[src/rtl/mba_pkg.sv]
package mba_pkg;

    // Defaults and fixed widths
    localparam int CHANNELS_DEFAULT = 8;
    localparam int CHAN_W           = 8;
    localparam int SAMPLE_W         = 16;
    localparam int LEN_W            = 16;
    localparam int SUM_W            = 32;
    localparam int QUEUE_DEPTH      = 2;
    localparam logic [LEN_W-1:0] BLOCK_LENGTH_RESET = 16'd10;

    // Input word
    typedef struct packed {
        logic [CHAN_W-1:0]   channel;
        logic [SAMPLE_W-1:0] sample;
    } in_word_t;

    // Result word
    typedef struct packed {
        logic [CHAN_W-1:0]   out_channel;
        logic [SAMPLE_W-1:0] mean;
        logic                bad_index;
    } out_word_t;

    // Classified work handed from front to back
    typedef struct packed {
        logic [CHAN_W-1:0]   channel;
        logic [SAMPLE_W-1:0] sample;
        logic                bad;
        logic                emit;
    } task_t;

endpackage

[src/rtl/mba_ram.sv]
module mba_ram #(
    parameter int WIDTH = 32,
    parameter int DEPTH = 8,
    localparam int AW = (DEPTH > 1) ? $clog2(DEPTH) : 1
) (
    input  logic             clk,
    input  logic             we,
    input  logic [AW-1:0]    waddr,
    input  logic [WIDTH-1:0] wdata,
    input  logic             re,
    input  logic [AW-1:0]    raddr,
    output logic [WIDTH-1:0] rdata
);

    logic [WIDTH-1:0] mem [DEPTH];
    logic [WIDTH-1:0] rdata_reg;

    // One write port, one registered read port
    always_ff @(posedge clk)
    begin
        if (we)
        begin
            mem[waddr] <= wdata;
        end
        if (re)
        begin
            rdata_reg <= mem[raddr];
        end
    end

    assign rdata = rdata_reg;

endmodule

[src/rtl/mba_front.sv]
module mba_front #(
    parameter int CHANNELS = mba_pkg::CHANNELS_DEFAULT
) (
    input  logic                       clk,
    input  logic                       rst_n,
    input  logic                       valid,
    input  logic                       queue_full,
    input  mba_pkg::in_word_t          word,
    input  logic                       block_length_we,
    input  logic [mba_pkg::LEN_W-1:0]  block_length_data,
    output logic                       stall,
    output logic                       push,
    output mba_pkg::task_t             task_word,
    output logic [mba_pkg::LEN_W-1:0]  block_length
);

    localparam logic [mba_pkg::CHAN_W-1:0] LAST_CH = mba_pkg::CHAN_W'(CHANNELS - 1);
    localparam logic [mba_pkg::CHAN_W-1:0] NUM_CH  = mba_pkg::CHAN_W'(CHANNELS);

    logic [mba_pkg::LEN_W-1:0] frame_count_reg, frame_count_next;
    logic [mba_pkg::LEN_W-1:0] block_length_reg, block_length_next;
    logic [mba_pkg::LEN_W:0]   count_inc;
    logic                      bad;
    logic                      emit;

    assign stall = queue_full;
    assign push  = valid && !queue_full;

    // Classify the word against the frame counter
    assign count_inc = {1'b0, frame_count_reg} + {{mba_pkg::LEN_W{1'b0}}, 1'b1};
    assign bad       = (word.channel >= NUM_CH);
    assign emit      = (block_length_reg != '0) && (count_inc == {1'b0, block_length_reg});

    always_comb
    begin
        task_word.channel = word.channel;
        task_word.sample  = word.sample;
        task_word.bad     = bad;
        task_word.emit    = emit;
    end

    // Frame counter advances after the last channel
    always_comb
    begin
        frame_count_next = frame_count_reg;
        if (push && !bad && (word.channel == LAST_CH))
        begin
            frame_count_next = emit ? '0 : count_inc[mba_pkg::LEN_W-1:0];
        end
        block_length_next = block_length_we ? block_length_data : block_length_reg;
    end

    always_ff @(posedge clk or negedge rst_n)
    begin
        if (!rst_n)
        begin
            frame_count_reg  <= '0;
            block_length_reg <= mba_pkg::BLOCK_LENGTH_RESET;
        end
        else
        begin
            frame_count_reg  <= frame_count_next;
            block_length_reg <= block_length_next;
        end
    end

    assign block_length = block_length_reg;

endmodule

[src/rtl/mba_fifo.sv]
module mba_fifo (
    input  logic           clk,
    input  logic           rst_n,
    input  logic           push,
    input  mba_pkg::task_t push_word,
    input  logic           pop,
    output logic           full,
    output logic           not_empty,
    output mba_pkg::task_t head
);

    localparam int PW = (mba_pkg::QUEUE_DEPTH > 1) ? $clog2(mba_pkg::QUEUE_DEPTH) : 1;
    localparam int CW = $clog2(mba_pkg::QUEUE_DEPTH + 1);
    localparam logic [CW-1:0] FULL_CNT = CW'(mba_pkg::QUEUE_DEPTH);
    localparam logic [PW-1:0] LAST_PTR = PW'(mba_pkg::QUEUE_DEPTH - 1);

    mba_pkg::task_t  slot_reg [mba_pkg::QUEUE_DEPTH];
    logic [PW-1:0]   wptr_reg, rptr_reg;
    logic [CW-1:0]   count_reg;
    logic            do_push, do_pop;

    assign full      = (count_reg == FULL_CNT);
    assign not_empty = (count_reg != '0);
    assign do_push   = push && !full;
    assign do_pop    = pop && not_empty;
    assign head      = slot_reg[rptr_reg];

    // Storage
    always_ff @(posedge clk)
    begin
        if (do_push)
        begin
            slot_reg[wptr_reg] <= push_word;
        end
    end

    // Pointers and fill count
    always_ff @(posedge clk or negedge rst_n)
    begin
        if (!rst_n)
        begin
            wptr_reg  <= '0;
            rptr_reg  <= '0;
            count_reg <= '0;
        end
        else
        begin
            if (do_push)
            begin
                wptr_reg <= (wptr_reg == LAST_PTR) ? '0 : wptr_reg + PW'(1);
            end
            if (do_pop)
            begin
                rptr_reg <= (rptr_reg == LAST_PTR) ? '0 : rptr_reg + PW'(1);
            end
            case ({do_push, do_pop})
                2'b10:   count_reg <= count_reg + CW'(1);
                2'b01:   count_reg <= count_reg - CW'(1);
                default: count_reg <= count_reg;
            endcase
        end
    end

endmodule

[src/rtl/mba_back.sv]
module mba_back #(
    parameter int CHANNELS = mba_pkg::CHANNELS_DEFAULT,
    localparam int AW = (CHANNELS > 1) ? $clog2(CHANNELS) : 1
) (
    input  logic                       clk,
    input  logic                       rst_n,
    input  logic                       queue_valid,
    input  mba_pkg::task_t             queue_head,
    input  logic [mba_pkg::LEN_W-1:0]  block_length,
    input  logic                       stall,
    output logic                       pop,
    output logic                       ram_we,
    output logic [AW-1:0]              ram_waddr,
    output logic [mba_pkg::SUM_W-1:0]  ram_wdata,
    output logic                       ram_re,
    output logic [AW-1:0]              ram_raddr,
    input  logic [mba_pkg::SUM_W-1:0]  ram_rdata,
    output logic                       valid,
    output mba_pkg::out_word_t         word
);

    localparam int SW = mba_pkg::SUM_W;
    localparam int LW = mba_pkg::LEN_W;
    localparam int NW = $clog2(SW);
    localparam logic [NW-1:0] LAST_STEP = NW'(SW - 1);

    typedef enum logic [2:0] {
        S_IDLE,
        S_ADD,
        S_DIV,
        S_SEND
    } state_t;

    state_t              state_reg, state_next;
    mba_pkg::task_t      task_reg, task_next;
    logic [SW-1:0]       dq_reg, dq_next;
    logic [LW-1:0]       rem_reg, rem_next;
    logic [NW-1:0]       step_reg, step_next;
    logic [CHANNELS-1:0] written_reg, written_next;
    logic                out_valid_reg, out_valid_next;
    mba_pkg::out_word_t  out_word_reg, out_word_next;

    logic [AW-1:0]       task_idx;
    logic [SW-1:0]       old_sum;
    logic [SW-1:0]       new_sum;
    logic [LW:0]         shifted;
    logic                fits;
    logic                out_free;

    assign task_idx = task_reg.channel[AW-1:0];
    assign out_free = !out_valid_reg || !stall;

    // Sum update; an entry never written reads as zero
    assign old_sum = written_reg[task_idx] ? ram_rdata : '0;
    assign new_sum = old_sum + {{(SW - mba_pkg::SAMPLE_W){1'b0}}, task_reg.sample};

    // One restoring divide step per cycle
    assign shifted = {rem_reg, dq_reg[SW-1]};
    assign fits    = (shifted >= {1'b0, block_length});

    // Read is issued as the word leaves the queue
    assign pop       = (state_reg == S_IDLE) && queue_valid;
    assign ram_re    = pop;
    assign ram_raddr = queue_head.channel[AW-1:0];

    assign ram_we    = (state_reg == S_ADD);
    assign ram_waddr = task_idx;
    assign ram_wdata = task_reg.emit ? '0 : new_sum;

    always_comb
    begin
        state_next     = state_reg;
        task_next      = task_reg;
        dq_next        = dq_reg;
        rem_next       = rem_reg;
        step_next      = step_reg;
        written_next   = written_reg;
        out_valid_next = out_valid_reg && stall;
        out_word_next  = out_word_reg;

        unique case (state_reg)
            S_IDLE:
            begin
                if (queue_valid)
                begin
                    task_next  = queue_head;
                    state_next = queue_head.bad ? S_SEND : S_ADD;
                end
            end
            S_ADD:
            begin
                written_next[task_idx] = 1'b1;
                if (task_reg.emit)
                begin
                    dq_next    = new_sum;
                    rem_next   = '0;
                    step_next  = '0;
                    state_next = S_DIV;
                end
                else
                begin
                    state_next = S_IDLE;
                end
            end
            S_DIV:
            begin
                rem_next  = fits ? LW'(shifted - {1'b0, block_length}) : shifted[LW-1:0];
                dq_next   = {dq_reg[SW-2:0], fits};
                step_next = step_reg + NW'(1);
                if (step_reg == LAST_STEP)
                begin
                    state_next = S_SEND;
                end
            end
            S_SEND:
            begin
                if (out_free)
                begin
                    out_valid_next            = 1'b1;
                    out_word_next.out_channel = task_reg.channel;
                    out_word_next.mean        = task_reg.bad ? '0 : dq_reg[mba_pkg::SAMPLE_W-1:0];
                    out_word_next.bad_index   = task_reg.bad;
                    state_next                = S_IDLE;
                end
            end
            default:
            begin
                state_next = S_IDLE;
            end
        endcase
    end

    always_ff @(posedge clk or negedge rst_n)
    begin
        if (!rst_n)
        begin
            state_reg     <= S_IDLE;
            task_reg      <= '0;
            dq_reg        <= '0;
            rem_reg       <= '0;
            step_reg      <= '0;
            written_reg   <= '0;
            out_valid_reg <= 1'b0;
            out_word_reg  <= '0;
        end
        else
        begin
            state_reg     <= state_next;
            task_reg      <= task_next;
            dq_reg        <= dq_next;
            rem_reg       <= rem_next;
            step_reg      <= step_next;
            written_reg   <= written_next;
            out_valid_reg <= out_valid_next;
            out_word_reg  <= out_word_next;
        end
    end

    assign valid = out_valid_reg;
    assign word  = out_word_reg;

endmodule

[src/rtl/multichannel_block_averager_top.sv]
// Block-average decimator over CHANNELS interleaved channels.
// Input channel (sample_valid / sample_stall / sample_word): one word per
// sample, tagged with its channel, channels 0..CHANNELS-1 in order per frame.
// Result channel (result_valid / result_stall / result_word): one word for
// each sample of the frame that closes a block (the channel mean), and one
// for every sample with an out-of-range channel (bad_index set, mean zero).
// block_length_we / block_length_data set the frame count of a block; write
// it only while the block is idle.
// A sample that only accumulates passes through the back end as a queue pop
// with sum read, then an add and write back. An emitting sample goes on to
// the bit-serial 32-by-16 divider and then a send step; a bad-index sample
// goes from the pop straight to the send step. A two-word queue sits between
// classification and the back end, so samples keep being taken while
// a long divide runs or the result is stalled.
// Reset clears the sums (by per-channel written bits), the frame counter and
// the queue, and sets block_length to 10.
// While result_stall is high the result word is held and the back end waits
// in its send step; once the queue fills, sample_stall rises.
module multichannel_block_averager_top #(
    parameter int CHANNELS = mba_pkg::CHANNELS_DEFAULT
) (
    input  logic                       clk,
    input  logic                       rst_n,
    input  logic                       sample_valid,
    output logic                       sample_stall,
    input  mba_pkg::in_word_t          sample_word,
    output logic                       result_valid,
    input  logic                       result_stall,
    output mba_pkg::out_word_t         result_word,
    input  logic                       block_length_we,
    input  logic [mba_pkg::LEN_W-1:0]  block_length_data
);

    localparam int AW = (CHANNELS > 1) ? $clog2(CHANNELS) : 1;

    logic                          push, pop, queue_full, queue_valid;
    mba_pkg::task_t                push_word, queue_head;
    logic [mba_pkg::LEN_W-1:0]     block_length;
    logic                          ram_we, ram_re;
    logic [AW-1:0]                 ram_waddr, ram_raddr;
    logic [mba_pkg::SUM_W-1:0]     ram_wdata, ram_rdata;

    // Classification and frame counting
    mba_front #(.CHANNELS(CHANNELS)) u_front (
        .clk               (clk),
        .rst_n             (rst_n),
        .valid             (sample_valid),
        .queue_full        (queue_full),
        .word              (sample_word),
        .block_length_we   (block_length_we),
        .block_length_data (block_length_data),
        .stall             (sample_stall),
        .push              (push),
        .task_word         (push_word),
        .block_length      (block_length)
    );

    // Decoupling queue
    mba_fifo u_fifo (
        .clk       (clk),
        .rst_n     (rst_n),
        .push      (push),
        .push_word (push_word),
        .pop       (pop),
        .full      (queue_full),
        .not_empty (queue_valid),
        .head      (queue_head)
    );

    // Accumulate, divide, send
    mba_back #(.CHANNELS(CHANNELS)) u_back (
        .clk          (clk),
        .rst_n        (rst_n),
        .queue_valid  (queue_valid),
        .queue_head   (queue_head),
        .block_length (block_length),
        .stall        (result_stall),
        .pop          (pop),
        .ram_we       (ram_we),
        .ram_waddr    (ram_waddr),
        .ram_wdata    (ram_wdata),
        .ram_re       (ram_re),
        .ram_raddr    (ram_raddr),
        .ram_rdata    (ram_rdata),
        .valid        (result_valid),
        .word         (result_word)
    );

    // Per-channel sums
    mba_ram #(.WIDTH(mba_pkg::SUM_W), .DEPTH(CHANNELS)) u_sums (
        .clk   (clk),
        .we    (ram_we),
        .waddr (ram_waddr),
        .wdata (ram_wdata),
        .re    (ram_re),
        .raddr (ram_raddr),
        .rdata (ram_rdata)
    );

endmodule

[config.mk]
export PLATFORM = sky130hd
export DESIGN_NAME = multichannel_block_averager_top
export DESIGN_NICKNAME = d
export VERILOG_FILES = /design/src/rtl/mba_pkg.sv /design/src/rtl/mba_ram.sv /design/src/rtl/mba_front.sv /design/src/rtl/mba_fifo.sv /design/src/rtl/mba_back.sv /design/src/rtl/multichannel_block_averager_top.sv
export SDC_FILE = /design/constraint.sdc
export NUM_CORES = 1
export LEC_CHECK = 0
export BUFFER_PORTS_ARGS = -buffer_cell sky130_fd_sc_hd__buf_2
export CORE_ASPECT_RATIO = 0.5
export CORE_MARGIN = 5
export CORE_UTILIZATION = 46
export DETAILED_ROUTE_END_ITERATION = 12
export GPL_ROUTABILITY_DRIVEN = 0
export HOLD_SLACK_MARGIN = 0.1
export PLACE_DENSITY = 0.7
export SYNTH_ARGS = -nofsm -noshare
export SYNTH_HDL_FRONTEND = slang
export SYNTH_SLANG_ARGS = --single-unit
[constraint.sdc]
create_clock -name clk -period 7.7 [get_ports clk]
set_input_delay 0.77 -clock clk [delete_from_list [all_inputs] [get_ports clk]]
set_output_delay 0.77 -clock clk [all_outputs]
set_load 0.05 [all_outputs]
# Word-level counts from Yosys, hierarchy flattened
# Memories as Yosys holds them, arrays and structs flattened. A register that Yosys moved wholly into a read port is not among the register bits.
# Index checks and enable logic that the tools add are counted.
[word_totals]
reg_bits = 152
latchBits = 0
mem_bits_rw = 308
romBits = 0
in_bits = 45
output_inout_bits = 27
word_cells = 99
n_memories = 2
[memory_table]
columns = ["name", "words", "width", "read_ports", "rd_clocked_by_memory_dff", "wr", "line", "source"]
rows = [
  ["u_sums.mem", 8, 32, 1, 1, 1, "mba_ram.sv:15", "logic [WIDTH-1:0] mem [DEPTH];"],
  ["u_fifo.slot_reg", 2, 26, 1, 0, 1, "mba_fifo.sv:17", "mba_pkg::task_t slot_reg [mba_pkg::QUEUE_DEPTH];"],
]
[op_classes]
addsub = 8
multipliers = 0
div = 0
n_lt_le_gt_ge = 4
n_eq_ne = 13
shifts = 0
n_mux = 30
n_bitwise = 1
n_reduce_logical = 23
[op_table]
columns = ["operator", "count"]
rows = [
  ["$mux 32", 3],
  ["$mux 16", 4],
  ["$pmux 32 s2", 1],
  ["$add 32x16->32", 1],
  ["$pmux 16 s2", 1],
  ["$add 16x1->17 const B", 1],
  ["$eq 17x16->1", 1],
  ["$ge 17x16->1", 1],
  ["$reduce_bool 16->1", 1],
  ["$sub 16x16->16", 1],
  ["$pmux 3 s4", 1],
  ["$mux 1", 10],
  ["$pmux 5 s2", 1],
  ["$logic_and 1x1->1", 9],
  ["$mux 3", 3],
  ["$eq 8x3->1 const B", 1],
  ["$ge 8x4->1 const B", 1],
  ["$ne 2x1->1 const B", 4],
  ["$or 8x8->8", 1],
  ["$eq 3x2->1 const B", 2],
  ["$reduce_and 2->1", 3],
  ["$reduce_bool 2->1", 3],
  ["$add 5x1->5 const B", 1],
  ["$eq 5x5->1 const B", 1],
  ["17 further kinds", 23],
]

# Longest topological paths before layout
# Gate-level depths: netlist (run 1).
[depth]
depth_word = 6
ltp_mapped = 16
ltp_nobuf = 13

# Modules after synthesis
# A second synthesis (run 1) with hierarchy kept.
[unflattened]
hier_cells = 1481
hier_area_um2 = 22160.0
[modules_own_cells]
columns = ["mod", "instances", "cells_each", "area_per_inst_um2", "seq_area_each_um2"]
rows = [
  ["mba_ram", 1, 415, 10786.6, 8648.3],
  ["mba_back", 1, 740, 7091.8, 2877.8],
  ["mba_front", 1, 227, 2194.6, 803.3],
  ["mba_fifo", 1, 99, 2087.0, 1661.6],
]

# Worst setup path after synthesis (run 1)
# No wires, ideal clock.
[synth_path]
path_kind = "register to register"
from = "register u_back.task_reg (netlist bit u_back.ram_waddr[1])"
to = "memory u_sums.mem[0][15], data pin"
setup_ns = 0.357
arrival_ns = 3.744
required_ns = 7.343
path_slack_ns = 3.599
path_stages_with_launch = 13
n_path_buf = 3
period_less_slack_ns = 4.101
path_cell_list = "dfrtp_1 > buf_2 > mux4_2 > mux2i_1 > clkbuf_1 > clkbuf_1 > nor2b_1 > ha_1 > a21oi_1 > o21a_1 > a21boi_0 > a21oi_1 > a2111oi_0"
[synth_between]
elab_chain_len = 5
[synth_lines]
columns = ["element", "line", "source"]
rows = [
  ["start: declaration", "mba_back.sv:35", "mba_pkg::task_t task_reg, task_next;"],
  ["start signal: assignment", "mba_back.sv:149", "task_reg <= task_next;"],
  ["$bmux 1 s3", "mba_back.sv:54", "assign old_sum = written_reg[task_idx] ? ram_rdata : '0;"],
  ["$mux 1 (not written as such)", "mba_back.sv:54", ""],
  ["$mux 32", "mba_back.sv:54", ""],
  ["$add 32x16->32", "mba_back.sv:55", "assign new_sum = old_sum + {{(SW - mba_pkg::SAMPLE_W){1'b0}}, task_reg.sample};"],
  ["$mux 32", "mba_back.sv:68", "assign ram_wdata = task_reg.emit ? '0 : new_sum;"],
  ["named net ram_wdata (one bit)", "multichannel_block_averager_top.sv:41", "logic [mba_pkg::SUM_W-1:0] ram_wdata, ram_rdata;"],
  ["end: declaration", "mba_ram.sv:15", ""],
]
# The timed path passes the listed nets, and every way through them passes these cells. The select of a mux whose other input is x is not followed.

# Worst setup path in the final report (run 1)
[layout_path]
from = "register u_back.task_reg (netlist bit u_back.ram_waddr[1])"
to = "memory u_sums.mem[5][30], data pin"
# The elaborated chain is that of the path after synthesis.

==> results.py, run 1 <==
metrics = {
    "outcome": {
        "status": "finished clean",
    },
    "critical_path": {
        "critPathMaxStageDelay_ns": 0.91,
        "worst-path-buf-inv": 1,
        "worstPathRequired_ns": 7.99,
        "worstPathArrival_ns": 5.02,
        "critPathCaptureType": "register",
        "crit_chain": "mux4_2, mux2i_2, buf_4, nor2b_1, ha_1, a211oi_1, o21a_1, o211ai_1, o211ai_1, o31ai_1, nand4_1, xor2_1, nor2_1",
        "start_kind": "register",
        "crit_slowest_cell": "o31ai_1",
        "crit_family": "compound AO/OA/AOI/OAI gates",
        "crit_top_cell": "o211ai_1",
        "worstPathMaxFanout": 20,
        "crit_type": "register to register",
    },
    "floorplanning": {
        "core-area_um2": 45630,
        "ioPinCount": 72,
        "die_height_um": 162.7,
        "die_w_um": 315.4,
        "fp-row-count": 55,
        "dieArea_um2": 51320,
        "start_util": 0.4702,
    },
    "min_path": {
        "min-delay-path-class": "primary input to asynchronous set/reset pin",
    },
    "yosys": {
        "netlist_instances": 1535,
        "ys_seq_area_frac": 0.6521,
        "synth_fp_nets": 1618,
        "synth_ff_type": "edfxtp_1",
        "ys_types": 73,
        "synth_edf_count": 340,
        "synthesis.area_um2": 21450,
        "synth-async-reset-ratio": 0.3075,
        "yosys_warnings": 0,
        "yosys_register_bits": 491,
        "avgSynthCellArea_um2": 13.98,
    },
    "sta": {
        "fin_crit_ns": 4.726,
        "max_freq_mhz": 211.6,
        "slew-limit-headroom": 0.2517,
        "final-setup-viol-count": 0,
        "skew_ns": 0.01541,
        "holdWs_ns": 0.3009,
        "finalHoldViolCount": 0,
        "drv_slew": 0,
        "setup_tns_ns": 0,
        "grt_setup_unrepaired": "no",
        "worstMarginPinSlew_ns": 1.120,
        "fin_crit_sh": 0.6138,
    },
    "detailed_routing": {
        "vias": 12970,
        "wirelength_um": 47900,
        "first_iter_violations": 1429,
        "avgRoutedWirePerCell_um": 21.11,
        "via_per_inst": 5.717,
        "postRouteAntennaNets": 0,
        "drc": 0,
        "dr.pass1.iters": 5,
    },
    "clock_network": {
        "worstSkewPairLatency_ns": 0.56,
        "cts_made_buffers": 45,
        "cts_tree": "built",
        "clk_path_buf_depth": 3,
        "cts_resized": 0,
        "cts_root_buffer": "clkbuf_16",
        "path_clk_slew_ns": 0.07,
        "cts_setup_buffers": 0,
        "htree_levels": 2,
        "cts_hold_buf": 0,
        "clock-sinks": 491,
    },
    "power": {
        "swShare": 0.3586,
        "total_power_mw": 9.516,
        "p_clk_frac": 0.236,
        "power_switching_mw": 3.412,
        "p_int_mw": 6.104,
        "powerDensity_nw_per_um2": 395.1,
        "p_seq_frac": 0.408,
        "combPwrFrac": 0.355,
        "peakVddDrop_v": 0.0002117,
        "leakage_nw": 9.002,
    },
    "layout": {
        "syn_to_final_growth_pct": 12.26,
        "finalNetCount": 1689,
        "stdcell_count": 2269,
        "drive_above_1_share": 0.1955,
        "post-route-util": 0.5279,
        "antenna_cells": 0,
        "largest_reg_flops": 256,
    },
    "grt": {
        "grt.overflow.total": 0,
        "grt_pass1_wl_um": 75540,
        "grt_pass1_vias": 12980,
        "grt_max_degree": 83,
        "grt_use_total": 0.1882,
        "antenna_found_initial": 0,
    },
    "placement": {
        "dp_hpwl_um": 29700,
        "portBuffers": 71,
        "dp.cells": 2186,
    },
    "job": {
        "cap_violations": 0,
    },
}
logic make-up after synthesis:
group,after synthesis,share of synthesized area
xor+xnor,62,0.02531
fa+ha+maj,38,0.02286
compound gates,255,0.07482
simple gates,451,0.1025
buf+inv,106,0.02024
flops,491,0.6521
mux,132,0.1021
worst paths after layout:
path,end,slack (ns),start,cells after the start
max,u_sums.mem[5][30],2.97,u_back.ram_waddr[1],13
min,u_front.block_length[0],0.30,rst_n,1
max reg2reg,u_sums.mem[5][30],2.97,u_back.ram_waddr[1],13
min reg2reg,u_back.written_reg[7],0.46,u_back.written_reg[7],1
max in group asynchronous,u_fifo.rptr_reg,5.87,rst_n,2
min in group clk,u_fifo.slot_reg[0][10],0.42,sample_word[8],1
layer usage:
layer | vias to the layer above | GRT usage | part of all wire
met4 | 0 | 0.04835 | 0.022
met1 | 6613 | 0.2716 | 0.45
li1 | 5903 | - | -
met5 | - | 0 | 0
met3 | 75 | 0.03522 | 0.065
met2 | 380 | 0.2987 | 0.47
power groups by stage:
stage,registers (mW),clock network [mW],logic (mW)
5_1_grt,3.93,2.41,3.70
2_1_floorplan,3.96,0,2.35
3_5_place_dp,3.92,0,3.36
3_3_place_gp,3.92,0,3.30
4_1_cts,3.88,2.29,3.38
6_report,3.89,2.25,3.38
layout make-up:
| type | instances | area, um^2 |
|---|---|---|
| Clock inverter | 28 | 286.5 |
| Tap cell | 627 | 784.5 |
| Inverter | 31 | 116.4 |
| Multi-Input combinational cell | 938 | 7148 |
| Fill cell | 3726 | 21540 |
| Sequential cell | 491 | 13990 |
| Clock buffer | 55 | 1185 |
| Timing Repair Buffer | 99 | 571.8 |
cells in the final DEF, fill, tap and decap left out, types with 5 or more instances in the layout:
cell,count
a2111oi_0,6
a211oi_1,7
a21o_1,11
a21oi_1,92
and3_1,21
and4_1,5
buf_2,70
buf_4,28
bufinv_16,5
clkbuf_1,9
clkbuf_16,46
clkinv_2,10
dfrtp_1,148
edfxtp_1,340
ha_1,36
inv_1,31
mux2_2,35
mux2i_1,27
mux4_2,66
nand2_1,142
nand2b_1,7
nand3_1,56
nand3b_1,16
nand4_1,16
nor2_1,100
nor2_4,6
nor2b_1,26
nor3_1,14
o21a_1,7
o21ai_0,67
o21bai_1,5
o22ai_1,8
o22ai_2,5
o31ai_1,5
or2_2,11
or3_1,6
xnor2_1,33
xor2_1,29
through the flow:
step,worst slack [ns],instance area (um^2)
after floorplan,3.599,21450
after global placement,3.086,22610
after detailed placement,2.949,22610
after CTS,2.909,24080
after global routing,2.565,24080
final,2.974,24080
synth_stat cells, drive strengths merged (27+ instances only):
master	count	area (um^2)
nand2	143	544.3
mux4	66	1486
dfrtp	149	3729
clkbuf	54	206.4
mux2i	31	310.3
o21ai	72	375.4
a21oi	93	465.5
ha	36	450.4
inv	31	116.4
nor2b	27	168.9
nand3	56	280.3
nor2	108	405.4
edfxtp	340	10210
xnor2	33	289.0
mux2	35	394.1
xor2	29	254.0
Note: power is estimated with default switching activity, not from simulation.
==> run 2: changes to the inputs <==
Settings changed: PLACE_DENSITY 0.7 to 0.72.
Clock period 7.7 ns to 3.8 ns, I/O delays scaled along.
==> run 2 against run 1 <==
Net effect: clock skew is 0.00077 ns lower; worst hold slack worse by 0.15 ns; wire length is 3.5% higher; first-iteration DRC count is 7.3% lower; highest routed layer unchanged; critical endpoint is now u_sums.mem[5][10]; total power is 110% higher; core utilization is 2.0 points higher.
==> results.py, run 2 (synthesized netlist as in run 1, its figures left out) <==
metrics = {
    "outcome": {
        "status": "finished clean",
    },
    "grt": {
        "grt_max_degree": 93,
        "grt_pass1_vias": 13400,
        "grt_use_total": 0.1923,
        "grt.overflow.total": 0,
        "antenna_found_initial": 0,
        "grt_pass1_wl_um": 77180,
    },
    "critical_path": {
        "worstPathMaxFanout": 10,
        "critPathCaptureType": "register",
        "start_kind": "register",
        "crit_top_cell": "buf_4",
        "crit_slowest_cell": "mux4_2",
        "worstPathRequired_ns": 4.06,
        "crit_family": "compound AO/OA/AOI/OAI gates",
        "worstPathArrival_ns": 3.99,
        "worst-path-buf-inv": 3,
        "crit_chain": "mux4_2, mux2i_4, buf_12, nor2b_1, ha_1, fa_2, a211oi_2, o21a_1, buf_4, o21bai_1, a21oi_1, buf_4, xor2_1, nor2_1",
        "critPathMaxStageDelay_ns": 0.54,
        "crit_type": "register to register",
    },
    "detailed_routing": {
        "wirelength_um": 49570,
        "postRouteAntennaNets": 0,
        "first_iter_violations": 1325,
        "dr.pass1.iters": 5,
        "avgRoutedWirePerCell_um": 21.10,
        "drc": 0,
        "via_per_inst": 5.676,
        "vias": 13330,
    },
    "layout": {
        "final_common_cell": "edfxtp_1",
        "most-common-layout-cells": "edfxtp_1 (340), dfrtp_1 (147), nand2_1 (141), a21oi_1 (92), nor2_1 (84)",
        "syn_to_final_growth_pct": 16.57,
        "post-route-util": 0.5482,
        "nFillCells": 3587,
        "drive_above_1_share": 0.2230,
        "antenna_cells": 0,
        "largest_reg_flops": 256,
        "regArea_um2": 13990,
        "stdcell_count": 2349,
        "multi_input_area_um2": 7278,
        "finalNetCount": 1769,
    },
    "sta": {
        "final-setup-viol-count": 0,
        "worstMarginPinSlew_ns": 1.096,
        "setup_slack_ns": 0.07061,
        "slew-limit-headroom": 0.2675,
        "fin_crit_sh": 0.9814,
        "finalHoldViolCount": 0,
        "drv_slew": 0,
        "fin_crit_ns": 3.729,
        "setup_tns_ns": 0,
        "skew_ns": 0.01465,
        "max_freq_mhz": 268.1,
    },
    "power": {
        "peakVddDrop_v": 0.0003355,
        "p_clk_frac": 0.227,
        "total_power_mw": 19.84,
        "leakage_nw": 9.404,
        "swShare": 0.3565,
        "powerDensity_nw_per_um2": 793.4,
        "p_int_mw": 12.77,
        "p_seq_frac": 0.396,
        "combPwrFrac": 0.377,
        "power_switching_mw": 7.074,
    },
    "placement": {
        "portBuffers": 71,
        "dp.cells": 2224,
        "dp_hpwl_um": 30510,
        "pre_cts_ws_ns": -0.06565,
    },
    "floorplanning": {
        "core-area_um2": 45630,
        "die_height_um": 162.7,
        "dieArea_um2": 51320,
        "fp-row-count": 55,
        "ioPinCount": 72,
        "start_util": 0.4702,
        "die_w_um": 315.4,
    },
    "clock_network": {
        "clock-sinks": 491,
        "cts_made_buffers": 44,
        "worstSkewPairLatency_ns": 0.56,
        "path_clk_slew_ns": 0.06,
        "clk_path_buf_depth": 3,
        "cts_tree": "built",
        "htree_levels": 2,
        "cts_root_buffer": "clkbuf_16",
    },
    "min_path": {
        "min-delay-path-class": "primary input to register",
    },
    "job": {
        "cap_violations": 0,
    },
}
-- run 2: per-layer routing --
metal	global-route usage	part of all wire
met2	0.3199	0.49
met4	0.05577	0.027
met3	0.03725	0.055
met1	0.2613	0.43
met5	0	0
-- run 2: tightest hold or removal path: stages --
cell	delay [ns]
buf_2	0.13
nand2_1	0.08
nand2_1	0.07
-- run 2: repair_timing --
action,in CTS,in global routing
pin swaps,0,5
buffers inserted,0,2
setup endpoints to repair,104,207
hold buffers,41,0
gates cloned,0,0
resized for setup,9,24
endpoints found under the hold margin,153,0
-- run 2: path summary, 6_finish.rpt --
check                                            from                       to  slack (ns)  cells past startpoint
min in group asynchronous                       rst_n  u_front.block_length[0]        0.53                      2
worst min register to register  u_back.written_reg[5]    u_back.written_reg[5]        0.47                      1
max in group asynchronous                       rst_n          u_fifo.rptr_reg        2.44                      3
worst max register to register    u_back.ram_waddr[1]        u_sums.mem[5][10]        0.07                     14
worst min-delay path                     result_stall             u_back.valid        0.15                      3
worst max-delay path              u_back.ram_waddr[1]        u_sums.mem[5][10]        0.07                     14
-- run 2: layout make-up --
class                           instances  area share
Clock buffer                           58     0.04903
Sequential cell                       491      0.5595
Inverter                               31    0.004653
Clock inverter                         24    0.009155
Multi-Input combinational cell        938      0.2910
Tap cell                              627     0.03137
Timing Repair Buffer                  180     0.05528
-- run 2: power groups by stage --
stage	Sequential (mW)	Combinational, mW	Clock, mW
final	7.86	7.47	4.51
after global routing	7.94	8.15	4.83
after CTS	7.84	7.35	4.58
after detailed placement	7.93	7.24	0
after global placement	7.93	7.08	0
after floorplan	8.02	4.77	0
-- run 2: metrics by stage --
step	hold slack [ns]	cell area (um^2)
3_3_place_gp	0.4441	23000
3_5_place_dp	0.4505	23000
2_1_floorplan	0.08441	21460
5_1_grt	0.1495	25010
6_report	0.1468	25010
4_1_cts	0.1428	24890
==> run 3: changes to the inputs <==
Settings changed: CTS_BUF_LIST set to sky130_fd_sc_hd__clkbuf_8 sky130_fd_sc_hd__clkbuf_16, GPL_TIMING_DRIVEN set to 0, PLACE_DENSITY 0.72 to 0.7.
Clock period 3.8 ns to 4.4 ns, I/O delays scaled along.
==> run 3 against run 2 <==
Net effect: global-route usage is 0.95 points higher; via count grew 3.1%; first-iteration DRC count up 6.2%.
==> results.py, run 3 (synthesized netlist as in run 1, its figures left out) <==
metrics = {
    "grt": {
        "grt.overflow.total": 0,
        "grt_max_degree": 88,
        "grt_use_total": 0.2018,
        "grt_pass1_wl_um": 80120,
        "grt_pass1_vias": 13610,
        "antenna_found_initial": 2,
    },
    "critical_path": {
        "worstPathArrival_ns": 4.59,
        "start_kind": "register",
        "worstPathMaxFanout": 10,
        "crit_family": "compound AO/OA/AOI/OAI gates",
        "critPathMaxStageDelay_ns": 0.53,
        "worst-path-buf-inv": 3,
        "crit_slowest_cell": "mux4_2",
        "worstPathRequired_ns": 4.66,
        "crit_top_cell": "clkbuf_4",
        "critPathCaptureType": "register",
        "crit_chain": "clkbuf_4, mux4_2, mux2i_2, clkbuf_4, clkbuf_4, nor2b_1, ha_1, a21oi_1, o21a_1, o211ai_1, o211ai_1, o31ai_4, nand3_1, xnor2_2, nor2_2",
        "crit_type": "register to register",
    },
    "sta": {
        "grt_setup_unrepaired": "yes",
        "fin_crit_sh": 0.9854,
        "skew_ns": 0.01244,
        "fin_crit_ns": 4.336,
        "finalHoldViolCount": 0,
        "slew-limit-headroom": 0.3276,
        "worstMarginPinSlew_ns": 1.009,
        "setup_slack_ns": 0.06443,
        "max_freq_mhz": 230.7,
        "final-setup-viol-count": 0,
        "drv_slew": 0,
    },
    "layout": {
        "drive_above_1_share": 0.2055,
        "final_common_cell": "edfxtp_1",
        "syn_to_final_growth_pct": 16.58,
        "nFillCells": 3609,
        "most-common-layout-cells": "edfxtp_1 (340), dfrtp_1 (149), nand2_1 (141), a21oi_1 (93), nor2_1 (87)",
        "largest_reg_flops": 256,
        "finalNetCount": 1794,
    },
    "detailed_routing": {
        "first_iter_violations": 1407,
        "wirelength_um": 52010,
        "vias": 13740,
        "dr.pass1.iters": 5,
        "drc": 0,
        "postRouteAntennaNets": 0,
        "via_per_inst": 5.784,
        "avgRoutedWirePerCell_um": 21.89,
    },
    "placement": {
        "portBuffers": 71,
        "dp_hpwl_um": 35080,
        "pre_cts_ws_ns": -1.065,
    },
    "outcome": {
        "status": "finished clean",
    },
    "clock_network": {
        "clock-sinks": 491,
        "clk_path_buf_depth": 3,
        "path_clk_slew_ns": 0.07,
        "cts_tree": "built",
        "cts_made_buffers": 44,
        "htree_levels": 2,
        "worstSkewPairLatency_ns": 0.56,
        "cts_root_buffer": "clkbuf_16",
    },
    "floorplanning": {
        "dieArea_um2": 51320,
        "core-area_um2": 45630,
        "die_w_um": 315.4,
        "die_height_um": 162.7,
        "ioPinCount": 72,
        "fp-row-count": 55,
        "start_util": 0.4702,
    },
    "power": {
        "leakage_nw": 9.391,
        "total_power_mw": 17.22,
        "powerDensity_nw_per_um2": 688.5,
        "peakVddDrop_v": 0.0003473,
    },
    "job": {
        "cap_violations": 0,
    },
    "min_path": {
        "min-delay-path-class": "primary input to register",
    },
}
run 3: timing repair:
action | 4_1_cts | 5_1_grt
gates resized for setup | 19 | 25
buffers inserted | 1 | 4
endpoints found under the hold margin | 139 | 0
pin swaps | 1 | 7
hold buffers | 33 | 0
endpoints found under the setup margin | 223 | 170
run 3: per-layer routing:
layer	part of all wire	track usage
met1	0.44	0.2931
met2	0.46	0.3192
met3	0.078	0.04018
met4	0.021	0.04594
met5	0.00025	0
run 3: per-stage QoR:
step                hold WS (ns)  cell area, um^2  std cells  setup TNS (ns)    util
global route              0.1063            25010       2375         -0.3163  0.5481
global placement          0.4470            22590       2233         -251.37  0.4952
detailed placement        0.4511            23000       2254         -104.85  0.5040
CTS                       0.1002            24860       2370               0  0.5449
finish                    0.1201            25010       2376               0  0.5482
floorplan                 0.1444            21450       1535               0       -
run 3: path summary, 6_finish.rpt:
| check | depth (start not counted) | startpoint | slack [ns] | to |
|---|---|---|---|---|
| max reg2reg | 15 | u_back.ram_waddr[1] | 0.06 | u_sums.mem[6][22] |
| min reg2reg | 2 | u_back.word[21] | 0.47 | u_back.word[21] |
| max in group asynchronous | 3 | rst_n | 3.06 | u_back.word[19] |
| max | 15 | u_back.ram_waddr[1] | 0.06 | u_sums.mem[6][22] |
| min in group asynchronous | 2 | rst_n | 0.52 | u_back.dq_reg[26] |
| min | 1 | sample_word[19] | 0.12 | u_fifo.slot_reg[0][21] |
run 3: cell type report:
cell class,count,area (um^2),share of cell area
inverters,31,116.4,0.004652
repair buffers,130,1064,0.04252
multi-input cells,938,7271,0.2907
flip-flops and latches,491,13990,0.5594
plain buffers,75,329.1,0.01316
well taps,627,784.5,0.03137
diodes,2,5.005,0.0002001
clock inverters,35,286.5,0.01146
clock buffers,47,1165,0.04657
run 3: power breakdown:
group	internal, mW	switching, mW	total [mW]
sequential	6.21	0.543	6.75
clock	2.16	1.71	3.87
combinational	2.44	4.15	6.60
